[src/rtl/brrsl_pkg.sv]
`timescale 1ns / 1ps
`default_nettype none

package brrsl_pkg;

	localparam int CATEGORY_COUNT       = 24;
	localparam int ENTRIES_PER_CATEGORY = 16;
	localparam int RUN_BITS             = 24;

	localparam int CAT_W    = 5;
	localparam int CIDX_W   = $clog2(CATEGORY_COUNT);
	localparam int ENT_W    = (ENTRIES_PER_CATEGORY > 1) ? $clog2(ENTRIES_PER_CATEGORY) : 1;
	localparam int CNT_W    = $clog2(ENTRIES_PER_CATEGORY + 1);
	localparam int DEPTH    = CATEGORY_COUNT * ENTRIES_PER_CATEGORY;
	localparam int ADDR_W   = $clog2(DEPTH);
	localparam int VAL_W    = 24;
	localparam int SCALE_W  = 32;
	localparam int SHIFT_W  = 4;
	localparam int PROD_W   = VAL_W + SHIFT_W;
	localparam int USED_W   = 4;

	localparam logic [SCALE_W-1:0] UNITY       = 32'd65536;
	localparam logic [CAT_W-1:0]   NO_CATEGORY = 5'd31;
	localparam logic [CAT_W-1:0]   LIMIT_ET    = 5'd24;
	localparam logic [CAT_W-1:0]   LIMIT_PLAIN = 5'd8;

	localparam logic [11:0] GOLD_R9  = 12'd940;
	localparam logic [12:0] ETA_B0   = 13'd1000;
	localparam logic [12:0] ETA_B1   = 13'd1450;
	localparam logic [12:0] ETA_B2   = 13'd2000;
	localparam logic [12:0] ETA_B3   = 13'd2500;
	localparam logic [15:0] ET_MIN   = 16'd320;
	localparam logic [15:0] ET_33    = 16'd528;
	localparam logic [15:0] ET_35    = 16'd560;
	localparam logic [15:0] ET_39    = 16'd624;
	localparam logic [15:0] ET_40    = 16'd640;
	localparam logic [15:0] ET_43    = 16'd688;
	localparam logic [15:0] ET_45    = 16'd720;
	localparam logic [15:0] ET_50    = 16'd800;
	localparam logic [15:0] ET_55    = 16'd880;
	localparam logic [15:0] ET_58    = 16'd928;

	typedef enum logic [1:0] {
		CMD_QUERY  = 2'd0,
		CMD_APPEND = 2'd1,
		CMD_FINISH = 2'd2
	} cmd_t;

	typedef enum logic [2:0] {
		STAT_OK        = 3'd0,
		STAT_NO_SETUP  = 3'd1,
		STAT_OUTSIDE   = 3'd2,
		STAT_NOT_FOUND = 3'd3,
		STAT_STORED    = 3'd4,
		STAT_DROPPED   = 3'd5
	} status_t;

	typedef enum logic [2:0] {
		ST_IDLE,
		ST_DECODE,
		ST_SCAN,
		ST_MAC,
		ST_DONE
	} state_t;

	typedef struct packed {
		logic             outside;
		logic [CAT_W-1:0] cat;
	} class_t;

	typedef struct packed {
		logic [RUN_BITS-1:0]     first;
		logic [RUN_BITS-1:0]     last;
		logic signed [VAL_W-1:0] scale;
		logic signed [VAL_W-1:0] error;
	} entry_t;

	typedef struct packed {
		logic             wr;
		logic             rd;
		logic [CAT_W-1:0] cat;
		logic [ENT_W-1:0] idx;
	} store_req_t;

	typedef struct packed {
		logic [SCALE_W-1:0] scale;
		status_t            status;
		logic [CAT_W-1:0]   cat;
		logic [USED_W-1:0]  entry;
	} result_t;

endpackage

`default_nettype wire

[src/rtl/brrsl_mac.sv]
`timescale 1ns / 1ps
`default_nettype none

module brrsl_mac (
	input  wire logic signed [brrsl_pkg::VAL_W-1:0]   scale,
	input  wire logic signed [brrsl_pkg::VAL_W-1:0]   error,
	input  wire logic signed [brrsl_pkg::SHIFT_W-1:0] shift,
	output logic [brrsl_pkg::SCALE_W-1:0]             result
);

	logic signed [brrsl_pkg::PROD_W-1:0]  prod;
	logic signed [brrsl_pkg::SCALE_W-1:0] sum;

	// The widest product plus the widest scale stays well inside 32 bits,
	// so the sum never overflows and needs no saturation.
	assign prod   = brrsl_pkg::PROD_W'(shift) * brrsl_pkg::PROD_W'(error);
	assign sum    = brrsl_pkg::SCALE_W'(scale) + brrsl_pkg::SCALE_W'(prod);
	assign result = sum;

endmodule

`default_nettype wire

[config.mk]
export PLATFORM = sky130hd
export DESIGN_NAME = brrsl_mac
export DESIGN_NICKNAME = d
export VERILOG_FILES = /design/src/rtl/brrsl_pkg.sv /design/src/rtl/brrsl_mac.sv
export SDC_FILE = /design/constraint.sdc
export NUM_CORES = 1
export LEC_CHECK = 0
export ABC_AREA = 1
export BUFFER_PORTS_ARGS = -buffer_cell sky130_fd_sc_hd__buf_2
export CAP_MARGIN = 20
export CORE_MARGIN = 1.5
export CORE_UTILIZATION = 40
export DETAILED_ROUTE_END_ITERATION = 6
export GPL_TIMING_DRIVEN = 1
export PLACE_DENSITY = 0.71
export RECOVER_POWER = 100
export SYNTH_ARGS = -nofsm -noshare
export SYNTH_HDL_FRONTEND = slang
export SYNTH_SLANG_ARGS = --single-unit
[constraint.sdc]
create_clock -name vclk -period 3.15
set_input_delay 0 -clock vclk [all_inputs]
set_output_delay 0 -clock vclk [all_outputs]
set_load 0.005 [all_outputs]
## Word level (Yosys, flattened, before mapping)

Index checks and enable logic that the tools add are counted.

| operators by class | value |
|---|---|
| $add $sub $neg | 1 |
| $mul | 1 |

Operators with widths:

| kind | number |
|---|---|
| 24-bit by 28-bit adder with 29-bit output | 1 |
| 4-bit by 24-bit multiplier with 28-bit output | 1 |

| storage, ports and cells | value |
|---|---|
| output and inout bits | 32 |
| input bits | 52 |
| word-level logic and storage cells | 2 |
| register bits after elaboration | 0 |

## Logic depth before layout (Yosys ltp)

| depth | value |
|---|---|
| depth in word-level cells | 2 |
| mapped depth | 20 |
| depth with buffers taken out | 19 |

## Least setup slack after synthesis

OpenSTA, ideal clock, no wires.

| timing path | value |
|---|---|
| path type | in2out |
| start point | input shift[3] (netlist name) |
| end point | output result[29] (netlist name) |
| setup slack | -156 ps |
| required time | 3150 ps |
| stages | 18 |
| path buffers | 2 |
| data arrival time | 3306 ps |
| cell sequence | inv_1 -> buf_1 -> nor2_1 -> fa_1 -> fa_1 -> inv_1 -> fa_1 -> inv_1 -> ha_1 -> nand2_2 -> nor2_2 -> nand3_1 -> nand3_2 -> nand2_1 -> nand3_1 -> nand2_1 -> nand2_1 -> buf_4 |

| between the ends | value |
|---|---|
| word-level cells in the longest chain between the ends | 2 |

Ends and longest elaborated chain:

| element | RTL line | source |
|---|---|---|
| start, declared | brrsl_mac.sv:7 | `input wire logic signed [brrsl_pkg::SHIFT_W-1:0] shift,` |
| 4-bit by 24-bit multiplier with 28-bit output | brrsl_mac.sv:16 | `assign prod = brrsl_pkg::PROD_W'(shift) * brrsl_pkg::PROD_W'(error);` |
| 24-bit by 28-bit adder with 29-bit output | brrsl_mac.sv:17 | `assign sum = brrsl_pkg::SCALE_W'(scale) + brrsl_pkg::SCALE_W'(prod);` |
| end, declared | brrsl_mac.sv:8 | `output logic [brrsl_pkg::SCALE_W-1:0] result` |

No other way between the ends.

## Worst setup path after layout

| timing path | value |
|---|---|
| start point | input shift[3] (netlist name) |
| end point | output result[11] (netlist name) |

The elaborated chain is that of the path after synthesis.

==> PnR_summary.wiki <==
{| class="wikitable"
! Metric !! Value
|-
| Main combinational cell family by area after synthesis || adder cells
|-
| RSZ-0062 raised after global routing || true
|-
| Placeable Area || 12200 sq um
|-
| Arithmetic-cell share of the synthesized area counting full adders, half adders and majority gates || 43.6%
|-
| Number of input and output port buffers inserted || 84
|-
| Fraction of final layout cells with drive strength greater than 1 || 40.3%
|-
| Basic-gate share of the synthesized area counting and, or, nand and nor cells || 29.9%
|-
| Final instance count without filler cells || 1130
|-
| RD Place Congestion || 0.922
|-
| Number of hold-slack violations in the final timing report || 0
|-
| Total of endpoints with negative setup slack in the final report || 24
|-
| Buffers and inverters on the worst path || 9
|-
| Synth Area per Inst || 6.25 sq um
|-
| Number of buffers inserted by hold repair at cts || 0
|-
| Number of library cell types mapped by synthesis || 26
|-
| Cell area after placement || 6070 sq um
|-
| DR pass1 iterations || 4
|-
| Compound-gate portion of the synthesized area || 1.81%
|-
| Vertical die dimension || 115 um
|-
| Netlist area before placement || 5030 sq um
|-
| Number of DRC violations after detailed-routing iteration 0 || 181
|-
| Area growth syn-to-layout || 45.9%
|-
| All-layer global routing usage || 21.3%
|-
| Kind of cell adding the most delay to the critical path || adder cells
|-
| Num ports || 84
|-
| Maximum resistive drop on vdd || 0.298 mV
|-
| Class of the most critical hold timing path || input pin to primary output
|-
| Slowest Stage Delay on Critical Path || 0.57 ns
|-
| Post-layout minimum cycle time || 3.34 ns
|-
| Portion of netlist area occupied by mux cells || 0%
|-
| Max cap viols || 0
|-
| Final #Nets || 1146
|-
| Max Fclk || 0.300 GHz
|-
| Combined flip-flop and latch cell area || 0 sq um
|-
| Critical Path Sink Type || primary output
|-
| Worst-path cell chain || buf_8 -> clkinvlp_4 -> buf_12 -> buf_6 -> nor2_4 -> fa_1 -> fa_1 -> inv_2 -> fa_1 -> inv_2 -> ha_4 -> nand2_4 -> inv_4 -> nand2_2 -> nand2_2 -> nand2_2 -> nand3_4 -> buf_6 -> xor2_2 -> buf_2
|-
| Wire length of the first global-routing pass || 23000 um
|-
| Cell Rows || 40
|-
| Most frequent cells after synthesis || sky130_fd_sc_hd__inv_1, sky130_fd_sc_hd__nand2_1, sky130_fd_sc_hd__fa_1
|-
| Number of synthesis warnings || 0
|-
| Synth top area cells || sky130_fd_sc_hd__fa_1, sky130_fd_sc_hd__inv_1, sky130_fd_sc_hd__nand2_1
|-
| Most repeated cell in the gate-level netlist after synthesis || sky130_fd_sc_hd__inv_1
|-
| Fraction of post-synthesis cell area in the top cell type by area || 30.2%
|-
| Overflow left after global routing || 0
|-
| Mapped Cells || 806
|-
| Clkbuf count || 0
|-
| Number of flip-flops and latches || 0
|-
| Setup TNS || -2.92 ns
|-
| Leak pwr || 4.40 nW
|-
| Maximum number of pins on one net before global-route repair || 21
|-
| Total half-perimeter wirelength after legalization and detailed placement || 10300 um
|-
| Final Instance Area || 7350 sq um
|-
| Slew at the pin closest to its max-slew limit || 0.225 ns
|-
| Worst endpoint data arrival time || 3.34 ns
|-
| Post-synthesis share of cell area spent on xor and xnor gates || 2.61%
|-
| Via count of the first global-routing pass || 5210
|-
| Via-per-instance ratio || 4.60
|-
| Die ar. || 13300 sq um
|-
| Final-report max-slew violation count || 0
|-
| Synthesized netlist net count || 988
|-
| Run status || finished with violations
|-
| Portion of the post-synthesis area used by sequential elements || 0%
|-
| Number of antenna violations at the first check in global routing || 0
|-
| Power density over cell area || 715 nW/um^2
|-
| Req. time, crit path || 3.15 ns
|-
| DRC violations left || 0
|-
| Final setup slack of the worst path || -0.185 ns
|-
| Failing checks || setup timing
|-
| Synth area leader || sky130_fd_sc_hd__fa_1
|-
| Routed WL || 14200 um
|-
| Antenna cell count || 0
|-
| Worst slew margin relative to its limit || 85.0%
|-
| Crit-path slowest cell || sky130_fd_sc_hd__fa_1
|-
| Crit share post-route || 106%
|-
| Final Hold Slack || 0.295 ns
|-
| Placed cell count || 1108
|-
| Average wire length per cell after detail routing || 12.6 um
|-
| Critical Path Source Type || input pin
|-
| Max FO, Critical Path || 6
|-
| Vias after detailed routing || 5198
|-
| WS Path Type || input pin to primary output
|-
| Width of the die || 115 um
|-
| Post-DRT Antenna Nets || 0
|-
| Initial core utilization || 41.4%
|}
## through the flow
stage          setup slack, ns  power, W  utilization, %
5_1_grt                 -0.338   0.00577            60.4
4_1_cts                -0.0914   0.00481            58.3
3_5_place_dp            -0.454   0.00369            49.9
2_1_floorplan          0.00722   0.00230               -
6_report                -0.185   0.00525            60.4
3_3_place_gp            -0.410   0.00364            49.9
## timing repair
action	CTS	global route
setup endpoints to repair	27	27
gates cloned	1	0
pin swaps	101	36
resized for setup	194	81
setup buffers	17	5
## per-layer routing
layer	up-vias	track usage, %	wire length, um
met3	23	0.633	551
met4	0	2.88	216
met5	-	0	0
met1	2456	25.0	5520
li1	2575	-	-
met2	144	43.6	7940
## cell families (layout without fill, tap and decap cells)
group,after synthesis,count (layout)
AOI/OAI and AO/OA,17,17
and+or+nand+nor,352,352
adders and majority gates,130,130
xor gates and xnor gates,15,15
buffers and inverters,292,448
## layout by cell type (no fill, tap or decap), types with 19 or more instances in the layout
cell	synthesis	layout
sky130_fd_sc_hd__inv_2	1	30
sky130_fd_sc_hd__ha_4	0	24
sky130_fd_sc_hd__nor2_4	3	34
sky130_fd_sc_hd__fa_1	76	72
sky130_fd_sc_hd__nand2_1	242	170
sky130_fd_sc_hd__nand2_4	0	19
sky130_fd_sc_hd__buf_2	0	77
sky130_fd_sc_hd__nand2_2	8	61
sky130_fd_sc_hd__ha_1	54	30
sky130_fd_sc_hd__inv_1	279	248
sky130_fd_sc_hd__buf_4	3	75
## worst paths after layout
kind              depth (start not counted)          to  startpoint  slack (ns)
setup / recovery                         20  result[11]    shift[3]       -0.19
hold / removal                            3   result[0]    scale[0]        0.30
## layout make-up
| type | instances | area (sq um) |
|---|---|---|
| inverters | 280 | 1060 |
| fillers | 1030 | 4820 |
| multi-input cells | 514 | 4940 |
| repair buffers | 168 | 1140 |
| well taps | 168 | 210 |
## power by group
part	internal [W]	switching (W)	total (W)
Sequential	0	0	0
Combinational	0.00236	0.00290	0.00525
Clock	0	0	0
Note: power is estimated with default switching activity, not from simulation.
