### config.mk
export PLATFORM = sky130hd
export DESIGN_NAME = brrsl_classify
export DESIGN_NICKNAME = d
export VERILOG_FILES = /design/src/rtl/brrsl_pkg.sv /design/src/rtl/brrsl_classify.sv
export SDC_FILE = /design/constraint.sdc
export NUM_CORES = 1
export LEC_CHECK = 0
export ABC_AREA = 1
export ABC_CLOCK_PERIOD_IN_PS = 1910
export BUFFER_PORTS_ARGS = -buffer_cell sky130_fd_sc_hd__buf_2
export CORE_AREA = 2 2 52 54
export DETAILED_ROUTE_END_ITERATION = 7
export DIE_AREA = 0 0 54 56
export PLACE_DENSITY = 0.75
export SYNTH_ARGS = -nofsm -noshare
export SYNTH_HDL_FRONTEND = slang
export SYNTH_SLANG_ARGS = --single-unit
### constraint.sdc
create_clock -name vclk -period 1.91
set_input_delay 0.191 -clock vclk [all_inputs]
set_output_delay 0.191 -clock vclk [all_outputs]
set_load 0.01 [all_outputs]
### src/rtl/brrsl_pkg.sv
`timescale 1ns / 1ps
`default_nettype none

package brrsl_pkg;

	localparam int CATEGORY_COUNT       = 24;
	localparam int ENTRIES_PER_CATEGORY = 16;
	localparam int RUN_BITS             = 24;

	localparam int CAT_W    = 5;
	localparam int CIDX_W   = $clog2(CATEGORY_COUNT);
	localparam int ENT_W    = (ENTRIES_PER_CATEGORY > 1) ? $clog2(ENTRIES_PER_CATEGORY) : 1;
	localparam int CNT_W    = $clog2(ENTRIES_PER_CATEGORY + 1);
	localparam int DEPTH    = CATEGORY_COUNT * ENTRIES_PER_CATEGORY;
	localparam int ADDR_W   = $clog2(DEPTH);
	localparam int VAL_W    = 24;
	localparam int SCALE_W  = 32;
	localparam int SHIFT_W  = 4;
	localparam int PROD_W   = VAL_W + SHIFT_W;
	localparam int USED_W   = 4;

	localparam logic [SCALE_W-1:0] UNITY       = 32'd65536;
	localparam logic [CAT_W-1:0]   NO_CATEGORY = 5'd31;
	localparam logic [CAT_W-1:0]   LIMIT_ET    = 5'd24;
	localparam logic [CAT_W-1:0]   LIMIT_PLAIN = 5'd8;

	localparam logic [11:0] GOLD_R9  = 12'd940;
	localparam logic [12:0] ETA_B0   = 13'd1000;
	localparam logic [12:0] ETA_B1   = 13'd1450;
	localparam logic [12:0] ETA_B2   = 13'd2000;
	localparam logic [12:0] ETA_B3   = 13'd2500;
	localparam logic [15:0] ET_MIN   = 16'd320;
	localparam logic [15:0] ET_33    = 16'd528;
	localparam logic [15:0] ET_35    = 16'd560;
	localparam logic [15:0] ET_39    = 16'd624;
	localparam logic [15:0] ET_40    = 16'd640;
	localparam logic [15:0] ET_43    = 16'd688;
	localparam logic [15:0] ET_45    = 16'd720;
	localparam logic [15:0] ET_50    = 16'd800;
	localparam logic [15:0] ET_55    = 16'd880;
	localparam logic [15:0] ET_58    = 16'd928;

	typedef enum logic [1:0] {
		CMD_QUERY  = 2'd0,
		CMD_APPEND = 2'd1,
		CMD_FINISH = 2'd2
	} cmd_t;

	typedef enum logic [2:0] {
		STAT_OK        = 3'd0,
		STAT_NO_SETUP  = 3'd1,
		STAT_OUTSIDE   = 3'd2,
		STAT_NOT_FOUND = 3'd3,
		STAT_STORED    = 3'd4,
		STAT_DROPPED   = 3'd5
	} status_t;

	typedef enum logic [2:0] {
		ST_IDLE,
		ST_DECODE,
		ST_SCAN,
		ST_MAC,
		ST_DONE
	} state_t;

	typedef struct packed {
		logic             outside;
		logic [CAT_W-1:0] cat;
	} class_t;

	typedef struct packed {
		logic [RUN_BITS-1:0]     first;
		logic [RUN_BITS-1:0]     last;
		logic signed [VAL_W-1:0] scale;
		logic signed [VAL_W-1:0] error;
	} entry_t;

	typedef struct packed {
		logic             wr;
		logic             rd;
		logic [CAT_W-1:0] cat;
		logic [ENT_W-1:0] idx;
	} store_req_t;

	typedef struct packed {
		logic [SCALE_W-1:0] scale;
		status_t            status;
		logic [CAT_W-1:0]   cat;
		logic [USED_W-1:0]  entry;
	} result_t;

endpackage

`default_nettype wire

### src/rtl/brrsl_classify.sv
`timescale 1ns / 1ps
`default_nettype none

module brrsl_classify (
	input  wire logic                 et_mode,
	input  wire logic [11:0]          shower_shape,
	input  wire logic signed [12:0]   pseudorapidity,
	input  wire logic [15:0]          transverse_energy,
	output brrsl_pkg::class_t         result
);

	logic [12:0] abs_eta;
	logic [2:0]  region;
	logic        gold;
	logic [4:0]  bad_bin;
	logic [4:0]  et_cat;

	assign abs_eta = pseudorapidity[12] ? (~pseudorapidity + 13'd1) : pseudorapidity;
	assign gold    = shower_shape > brrsl_pkg::GOLD_R9;

	always_comb begin
		if (abs_eta <= brrsl_pkg::ETA_B0)      region = 3'd0;
		else if (abs_eta <= brrsl_pkg::ETA_B1) region = 3'd1;
		else if (abs_eta <= brrsl_pkg::ETA_B2) region = 3'd2;
		else if (abs_eta <= brrsl_pkg::ETA_B3) region = 3'd3;
		else                                   region = 3'd4;
	end

	always_comb begin
		if (transverse_energy < brrsl_pkg::ET_33)      bad_bin = 5'd0;
		else if (transverse_energy < brrsl_pkg::ET_39) bad_bin = 5'd1;
		else if (transverse_energy < brrsl_pkg::ET_45) bad_bin = 5'd2;
		else if (transverse_energy < brrsl_pkg::ET_50) bad_bin = 5'd3;
		else if (transverse_energy < brrsl_pkg::ET_58) bad_bin = 5'd4;
		else                                           bad_bin = 5'd5;
	end

	always_comb begin
		if (region == 3'd0 && gold) begin
			if (transverse_energy < brrsl_pkg::ET_35)      et_cat = 5'd0;
			else if (transverse_energy < brrsl_pkg::ET_43) et_cat = 5'd1;
			else if (transverse_energy < brrsl_pkg::ET_50) et_cat = 5'd2;
			else if (transverse_energy < brrsl_pkg::ET_55) et_cat = 5'd3;
			else                                           et_cat = 5'd4;
		end else if (region == 3'd0) begin
			et_cat = 5'd5 + bad_bin;
		end else if (region == 3'd1 && gold) begin
			if (transverse_energy < brrsl_pkg::ET_40)      et_cat = 5'd11;
			else if (transverse_energy < brrsl_pkg::ET_50) et_cat = 5'd12;
			else                                           et_cat = 5'd13;
		end else if (region == 3'd1) begin
			et_cat = 5'd14 + bad_bin;
		end else if (region == 3'd2) begin
			et_cat = gold ? 5'd20 : 5'd21;
		end else begin
			et_cat = gold ? 5'd22 : 5'd23;
		end
	end

	always_comb begin
		if (et_mode) begin
			result.outside = region[2] || (transverse_energy < brrsl_pkg::ET_MIN);
			result.cat     = et_cat;
		end else begin
			result.outside = region[2];
			result.cat     = {2'b00, region[1:0], gold};
		end
	end

endmodule

`default_nettype wire

==> reports/summary.txt, run 1 <==
Largest net degree at the start of global routing: 12
Post-Place Cells: 357
Starting density of the core: 0.451
Mapped Area: 1100 sq um
Post-GRT worst EP: result[0]
Die Y: 56 um
Post-synth net total: 275
Result of the run: did not finish
# IOs: 48
CTS hold repair buffers: 0
Post-DP HPWL: 2990 um
Worst EP Category: output port
Sequential-to-total area share from yosys stat: 0
Input/output buffers: 44
Synth warn: 0
Die Width: 54 um
Avg Cell Area, Syn: 4.79 sq um
Synth unique cells: 31
Failed at: global routing
# rows: 18
Worst slack at placement: -0.386 ns
GP Congestion: 0.896
Error: [ERROR DPL-0038] Utilization greater than 100%, impossible to legalize
Area post-placement: 1790 sq um
Mapped Cells: 229
-- per-stage QoR --
step / setup TNS, ns / utilization
2_1_floorplan: 0 / -
3_3_place_gp: -1.51 / 0.736
3_5_place_dp: -1.79 / 0.736
4_1_cts: -1.23 / 0.879
-- logic make-up after synthesis --
| kind of cell | Yosys count | share of synthesized area |
|---|---|---|
| AND/OR/NAND/NOR | 151 | 0.607 |
| buffers and inverters | 38 | 0.140 |
| adder cells (fa/ha/maj) | 4 | 0.0456 |
| AO/OA/AOI/OAI | 33 | 0.177 |
| XOR/XNOR | 3 | 0.0308 |
-- Yosys cell counts (all sizes together) --
library cell   n  area (sq um)
buf            2          18.8
xor2           3          33.8
inv           36           135
nand3b         1          7.51
o211ai         1          7.51
o21ai         15          78.8
or2            2          12.5
a31oi          2          12.5
nand3         30           155
o221ai         1          8.76
nor3           3          15.0
nand2         66           260
o21bai         1          7.51
a21oi         10          50.1
ha             4          50.1
nor2          42           165
o2111ai        1          8.76
nor4           1          6.26
nand4          6          43.8
o31ai          2          20.0
-- repair_timing --
action	in CTS
cloned	1
resized for setup	64
setup buffers	14
pin swaps	37
setup endpoints to repair	6
==> run 2: changes to the inputs <==
Settings changed: ABC_CLOCK_PERIOD_IN_PS 1910 to 2500, CORE_AREA 2 2 52 54 to 2 2 63 65, DIE_AREA 0 0 54 56 to 0 0 65 67, PLACE_DENSITY 0.75 to default, PLACE_DENSITY_LB_ADDON from default to 0.15.
Clock period 1.91 ns to 2.5 ns, I/O delays scaled along.
==> run 2 against run 1 <==
The flow now finishes without violations. Synthesized cell count is the same. Area after synthesis unchanged.
==> reports/summary.txt, run 2 <==
Result of the run: completed
Seq Cell Count: 0
Max Fclk: 426 MHz
Most common cell after layout, fill and taps aside: nand2_1
Pwr Density: 176 nW/um^2
# IOs: 48 (unchanged)
GP Congestion: 0.894 (-0.26%)
Final Cycle Share: 0.939
Drt total wl: 3480 um
GRT Overall Usage: 0.145
Crit end category: output port
Sw Ratio: 0.580
Hold Vio Cnt, Final: 0
Mapped Area: 1100 sq um (unchanged)
Kind of critical path: in2out
Required time worst endpoint: 2.25 ns
Avg Cell Area, Syn: 4.79 sq um (unchanged)
Die Y: 67 um (+20%)
Most frequent cells in the layout: nand2_1, buf_2, inv_1
Initial antenna violation count: 0
Dominant cells by area after synthesis: nand2_1, nor2_1, nand3_1
Setup ws final: 0.153 ns
Synth top area share: 0.209 (unchanged)
Initial drt markers: 65
Max-Slew Margin vs Limit: 0.768
DRT Pass-1 Iters: 4
Synth unique cells: 31 (unchanged)
CP Max Fanout: 8
Core area: 3610 sq um
Final nets: 340
Max-cap violations: 0
Die Width: 65 um (+20%)
Most instantiated library cell after synthesis: nand2_1
Combinational share of power: 1.000
Cell taking the most area after synthesis: nand2_1
Vias per cell: 4.73
Clock power share: 0
Setup Viol. Count Final: 0
CP arrival: 2.10 ns
Grt ovf: 0
Final Cell Area: 1790 sq um
Input/output buffers: 44 (unchanged)
Mapped Cells: 229 (unchanged)
Sequential-to-total area share from yosys stat: 0 (unchanged)
Pleak: 0.902 nW
Post-synth net total: 275 (unchanged)
Routed via count: 1,607
Layout cells sized above 1: 0.442
Vias in the first global route: 1,393
Area grow syn2layout: 62.8%
Clock buf count: 0
Most instantiated cells after synthesis: nand2_1, nor2_1, inv_1
Area post-placement: 1460 sq um (-18%)
Starting density of the core: 0.304 (-0.147)
Die ar.: 4360 sq um
Peak VDD IR: 0.0878 mV
Final slew viol count: 0
Tightest Hold Check Type: in2out
Startpoint Class: input port
Worst-margin pin slew: 0.345 ns
Global-route wire length before repair: 5350 um
Post-route DRC: 0
Minimum clock period: 2.35 ns
Synth warn: 0 (unchanged)
P_sw: 183 uW
Antenna Cells: 0
Area of the multi-input gates: 1210 sq um
Largest net degree at the start of global routing: 12
Worst slack at placement: -0.0151 ns (+0.371 ns)
FILL cells: 408
Post-DP HPWL: 2710 um (-9.4%)
Storage element area: 0 sq um
Pint: 132 uW
# rows: 22 (+4)
Post-DR wirelength/cell: 10.2 um
Fraction of power consumed by sequential logic: 0
Post-DRT Antenna Nets: 0
## run 2: cells by family (layout without fill, tap and decap cells)
logic type                 Yosys count  count (layout)  share of synthesized area
AOI/OAI and AO/OA                   33              33                      0.177
xor gates and xnor gates             3               3                     0.0308
adders and majority gates            4               4                     0.0456
buffers and inverters               38             100                      0.140
and+or+nand+nor                    151             152                      0.607
## run 2: layer usage
layer	vias up	share of wire	track usage
met1	677	0.46	0.197
li1	876	-	-
met3	6	0.041	0
met4	0	0.024	0.0106
met2	48	0.48	0.267
met5	-	0	0
## run 2: what timing repair did
item                                    CTS  global route
endpoints found under the setup margin    2             6
hold buffers                              0             0
endpoints found under the hold margin     0             0
buffers inserted                          0             6
cloned                                    0             1
gates resized for setup                   2            76
pin swaps                                 0            26
## run 2: power groups by stage
| stage | combinational, mW | clock, mW | sequential, mW |
|---|---|---|---|
| after floorplan | 0.147 | 0 | 0 |
| final | 0.315 | 0 | 0 |
| after detailed placement | 0.239 | 0 | 0 |
| after global routing | 0.351 | 0 | 0 |
| after CTS | 0.242 | 0 | 0 |
| after global placement | 0.239 | 0 | 0 |
## run 2: cell type report
cell class / count / area share
inverter: 36 / 0.0770
timing repair buffer: 64 / 0.214
tap: 48 / 0.0336
multi-input combinational: 192 / 0.675
## run 2: through the flow
step | setup TNS [ns] | instances | total power, mW | hold WS (ns) | util
2_1_floorplan | 0 | 229 | 0.147 | 0.635 | -
3_3_place_gp | -0.0442 | 333 | 0.239 | 0.912 | 0.406
3_5_place_dp | -0.0243 | 333 | 0.239 | 0.916 | 0.406
4_1_cts | 0 | 333 | 0.242 | 0.918 | 0.408
5_1_grt | -0.0792 | 340 | 0.351 | 0.950 | 0.495
6_report | 0 | 340 | 0.315 | 0.913 | 0.495
## run 2: worst max-delay path: stages
cell     delay [ns]
buf_6          0.11
inv_4          0.06
ha_4           0.16
nand2_4        0.07
o21ai_4        0.15
nand3_2        0.08
nand2_2        0.15
nand2_2        0.09
nor2_4         0.10
nand4_1        0.15
nand2_4        0.15
inv_2          0.05
nand2_1        0.06
nand3_1        0.07
nand2_1        0.09
a21oi_2        0.05
nor2_1         0.12
buf_2          0.15
## run 2: path summary, 6_finish.rpt
kind / start / end / slack, ns / depth (start not counted)
min: et_mode / result[0] / 0.91 / 4
max: pseudorapidity[1] / result[1] / 0.15 / 18
Note: power is estimated with default switching activity, not from simulation.
==> run 3: changes to the inputs <==
Settings changed: PLACE_DENSITY from default to 0.55, PLACE_DENSITY_LB_ADDON 0.15 to default.
==> run 3 against run 2 <==
Global-route usage down 0.67 points. Worst hold slack worse by 0.017 ns. Maximum frequency down 0.26%. Via count down 1.2%. Combinational power down 11%. Sequential share of layout area unchanged. Power down 11%. Die area unchanged. Sequential cell count unchanged. Non-clock buffer count down 4. Cell count down 1.2%. Critical endpoint is now result[0]. Largest power group unchanged.
==> reports/summary.txt, run 3 (synthesis results as in run 2) <==
Power Total: 281 uW (-11%)
GRT Overall Usage: 0.138 (-0.00670)
CP Max Fanout: 6 (-2)
Layout Cells excl Fill: 336 (-1.2%)
Pwr Density: 168 nW/um^2 (-4.5%)
Pleak: 0.874 nW (-3.1%)
Required time worst endpoint: 2.25 ns (about the same)
Max Fclk: 425 MHz (-0.26%)
DRT Pass-1 Iters: 4 (unchanged)
Die Width: 65 um (unchanged)
Core area: 3610 sq um (unchanged)
Minimum clock period: 2.35 ns (+0.00611 ns)
Vias per cell: 4.72 (about the same)
RSZ-0062 raised after global routing: yes
Min-Delay Endpoint: result[2]
Result of the run: completed
Most common cell after layout, fill and taps aside: nand2_1
Die ar.: 4360 sq um (unchanged)
Startpoint Class: input port
Worst-margin pin slew: 0.284 ns (-0.0604 ns)
Final nets: 336 (-1.2%)
Post-route DRC: 0 (unchanged)
Post-DR wirelength/cell: 9.66 um (-5.5%)
Area grow syn2layout: 51.9%
Seq Cell Count: 0 (unchanged)
Initial drt markers: 49 (-25%)
Worst hold margin: 0.896 ns (-0.0167 ns)
Worst Hold Depth: 4 (unchanged)
Largest net degree at the start of global routing: 13 (+1)
Setup Viol. Count Final: 0 (unchanged)
Antenna Cells: 0 (unchanged)
Final Cell Area: 1670 sq um (-6.7%)
Global-route wire length before repair: 5130 um (-4.1%)
Max-Slew Margin vs Limit: 0.808 (+0.0404)
Final slew viol count: 0 (unchanged)
Max-cap violations: 0 (unchanged)
Clock buf count: 0 (unchanged)
# IOs: 48 (unchanged)
Initial antenna violation count: 0 (unchanged)
Layout cells sized above 1: 0.392 (-0.0494)
Post-DP HPWL: 2560 um (-5.3%)
Crit end category: output port
GP Congestion: 0.818 (-8.5%)
Input/output buffers: 44 (unchanged)
Crit path from: pseudorapidity[2]
Starting density of the core: 0.304 (unchanged)
Peak VDD IR: 0.0543 mV (-38%)
Vias in the first global route: 1,373 (-1.4%)
Drt total wl: 3250 um (-6.6%)
Storage element area: 0 sq um (unchanged)
CTS hold repair buffers: 0 (unchanged)
Hold_sp: et_mode
Most frequent cells in the layout: nand2_1, buf_2, nor2_1
Hold Vio Cnt, Final: 0 (unchanged)
Setup_tns: 0 ns (unchanged)
Area post-placement: 1420 sq um (-3.1%)
Post-DRT Antenna Nets: 0 (unchanged)
Post-Place Cells: 327 (-1.8%)
Die Y: 67 um (unchanged)
# rows: 22 (unchanged)
Kind of critical path: in2out
Tightest Hold Check Type: in2out
CP arrival: 2.10 ns (about the same)
Routed via count: 1,587 (-1.2%)
Final Cycle Share: 0.941 (+0.00244)
Grt ovf: 0 (unchanged)
## run 3: power by group
part	leakage [nW]	switching, mW	internal, mW
clock network	0	0	0
registers	0	0	0
logic	0.874	0.164	0.117
## run 3: per-stage QoR
step | setup WS (ns) | utilization
after floorplan | 0.366 | -
after CTS | 0.00487 | 0.395
after global routing | -0.0269 | 0.462
final | 0.147 | 0.462
after detailed placement | -0.00822 | 0.393
after global placement | -0.0221 | 0.393
## run 3: cell type report
cell class                 instances  area [sq um]
multi-input combinational        192          1130
tap                               48          60.1
inverter                          36           135
timing repair buffer              60           340
fill                             410          1940
## run 3: worst max-delay path, stage by stage
cell	delay (ns)
buf_2	0.13
nor2_2	0.21
nand2_4	0.10
nand2_4	0.10
xor2_4	0.17
inv_2	0.07
nand2_2	0.07
o21ai_2	0.05
nor2_1	0.12
nand3_2	0.13
nand2_4	0.15
nand3_2	0.07
nand2_2	0.07
nand2_2	0.05
o21ai_2	0.15
a21oi_2	0.07
buf_2	0.13
## run 3: metal layers
metal	part of all wire	GRT usage	vias to the layer above	routed length (um)
met5	0	0	-	0
met4	0.0031	0	0	10
met3	0.042	0.00338	2	137
met2	0.48	0.269	32	1560
met1	0.47	0.178	688	1540
li1	-	-	865	-
## run 3: worst max path at each step
stage / cells after the start / to
floorplan: 16 / result[0]
global placement: 17 / result[0]
detailed placement: 17 / result[0]
CTS: 17 / result[0]
global route: 18 / result[0]
finish: 17 / result[0]
## run 3: repair_timing
action                     4_1_cts  5_1_grt
gates resized for setup          1       50
pin swaps                        0       23
setup endpoints to repair        1        6
buffers inserted                 0        8
cloned                           0        1
hold endpoints to repair         0        0
==> run 4: changes to the inputs <==
Settings changed: RECOVER_POWER from default to 50.
==> run 4 against run 3 <==
Sequential share of layout area stayed put. Maximum frequency hardly changed. Global-route usage stayed put. Utilization hardly changed. Wire length is 0.12% lower. First-iteration DRC count is 2.0% lower. Combinational power hardly changed. Critical path type unchanged.
==> reports/summary.txt, run 4 (synthesis results as in run 2) <==
Result of the run: completed
Worst path cell trace: buf_2 -> nor2_2 -> nand2_4 -> nand2_4 -> xor2_4 -> inv_2 -> nand2_2 -> o21ai_2 -> nor2_1 -> nand3_2 -> nand2_4 -> nand3_2 -> nand2_2 -> nand2_2 -> o21ai_2 -> a21oi_2 -> buf_2
Max Fclk: 425 MHz (about the same)
Post-DP HPWL: 2560 um (unchanged)
Input/output buffers: 44 (unchanged)
Crit path from: pseudorapidity[2]
Post-route DRC: 0 (unchanged)
Slowest library cell on the worst path: nor2_2
Clock buf count: 0 (unchanged)
Die Y: 67 um (unchanged)
Die ar.: 4360 sq um (unchanged)
Sw Ratio: 0.584 (+0.000863)
Post-DR wirelength/cell: 9.65 um (-0.12%)
Starting density of the core: 0.304 (unchanged)
Pwr Density: 168 nW/um^2 (-0.12%)
Clock power share: 0 (unchanged)
GP Congestion: 0.818 (unchanged)
Max incr delay on CP: 0.21 ns (about the same)
Tightest Hold Check Type: in2out
Minimum clock period: 2.35 ns (+0.000837 ns)
Post-Route Utilization: 0.462 (about the same)
Crit end category: output port
CTS hold repair buffers: 0 (unchanged)
Initial drt markers: 48 (-2.0%)
Final slew viol count: 0 (unchanged)
Combinational share of power: 1.000 (about the same)
Hold Vio Cnt, Final: 0 (unchanged)
P_sw: 164 uW (about the same)
RSZ-0062 raised after global routing: yes
Most common cell after layout, fill and taps aside: nand2_1
Drt total wl: 3240 um (-0.12%)
Final Cycle Share: 0.942 (about the same)
Storage element area: 0 sq um (unchanged)
Post-DRT Antenna Nets: 0 (unchanged)
Startpoint Class: input port
CP top delay family: simple AND/OR/NAND/NOR gates
Hold_sp: et_mode
Peak VDD IR: 0.0543 mV (-0.11%)
FILL cells: 408 (-0.49%)
GRT Overall Usage: 0.138 (unchanged)
CP Max Fanout: 6 (unchanged)
# IOs: 48 (unchanged)
Vias in the first global route: 1,373 (unchanged)
Antenna Cells: 0 (unchanged)
Routed via count: 1,592 (+0.32%)
Setup Viol. Count Final: 0 (unchanged)
Seq Cell Count: 0 (unchanged)
Max-cap violations: 0 (unchanged)
Pleak: 0.871 nW (-0.39%)
Grt ovf: 0 (unchanged)
Power Total: 280 uW (-0.19%)
# rows: 22 (unchanged)
CP arrival: 2.10 ns (about the same)
Most frequent cells in the layout: nand2_1, buf_2, nor2_1
Worst-margin pin slew: 0.284 ns (+0.0000341 ns)
Initial antenna violation count: 0 (unchanged)
DRT Pass-1 Iters: 4 (unchanged)
Fraction of power consumed by sequential logic: 0 (unchanged)
Worst path buffer plus inverter count: 3 (unchanged)
Largest net degree at the start of global routing: 13 (unchanged)
Vias per cell: 4.74 (+0.32%)
Global-route wire length before repair: 5130 um (unchanged)
Layout cells sized above 1: 0.389 (-0.00347)
Required time worst endpoint: 2.25 ns (about the same)
Max-Slew Margin vs Limit: 0.808 (about the same)
Final nets: 336 (unchanged)
Pint: 117 uW (-0.40%)
Die Width: 65 um (unchanged)
Kind of critical path: in2out
Area grow syn2layout: 51.8% (about the same)
Core area: 3610 sq um (unchanged)
## run 4: cell count changes in the layout (fill, tap and decap cells not counted)
cell and change:
buf_2 -1, clkbuf_1 +1
## run 4: stage by stage
stage          std cells  worst slack (ns)  hold slack, ns  cell area (sq um)  setup TNS (ns)
5_1_grt              336           -0.0269           0.920               1670         -0.0375
6_report             336             0.146           0.896               1670               0
4_1_cts              327           0.00487           0.895               1420               0
2_1_floorplan        229             0.366           0.635               1100               0
3_3_place_gp         327           -0.0221           0.892               1420         -0.0221
3_5_place_dp         327          -0.00822           0.894               1420        -0.00822
## run 4: cell type report
class	instances	area, sq um	area share
multi-input cells	192	1130	0.679
repair buffers	60	339	0.204
inverters	36	135	0.0811
well taps	48	60.1	0.0361
## run 4: worst paths after layout
check / end / cells after the start / slack, ns
max: result[0] / 17 / 0.15
min: result[2] / 4 / 0.90
## run 4: worst min-delay path, delay by kind of cell
kind | cells | cell delay [ns]
buffers and inverters | 2 | 0.27
and+or+nand+nor | 2 | 0.13
## run 4: power by group through the flow
stage	clock, mW	combinational [mW]	sequential [mW]
2_1_floorplan	0	0.147	0
6_report	0	0.280	0
3_5_place_dp	0	0.227	0
3_3_place_gp	0	0.227	0
4_1_cts	0	0.229	0
5_1_grt	0	0.314	0
## run 4: metal layers
metal | routed length, um | global-route usage
met1 | 1540 | 0.178
met2 | 1560 | 0.269
met3 | 137 | 0.00338
met4 | 10 | 0
met5 | 0 | 0
## run 4: timing repair
item,4_1_cts,5_1_grt
setup buffers,0,8
gates resized for setup,1,50
cloned,0,1
pin swaps,0,23
setup endpoints to repair,1,6
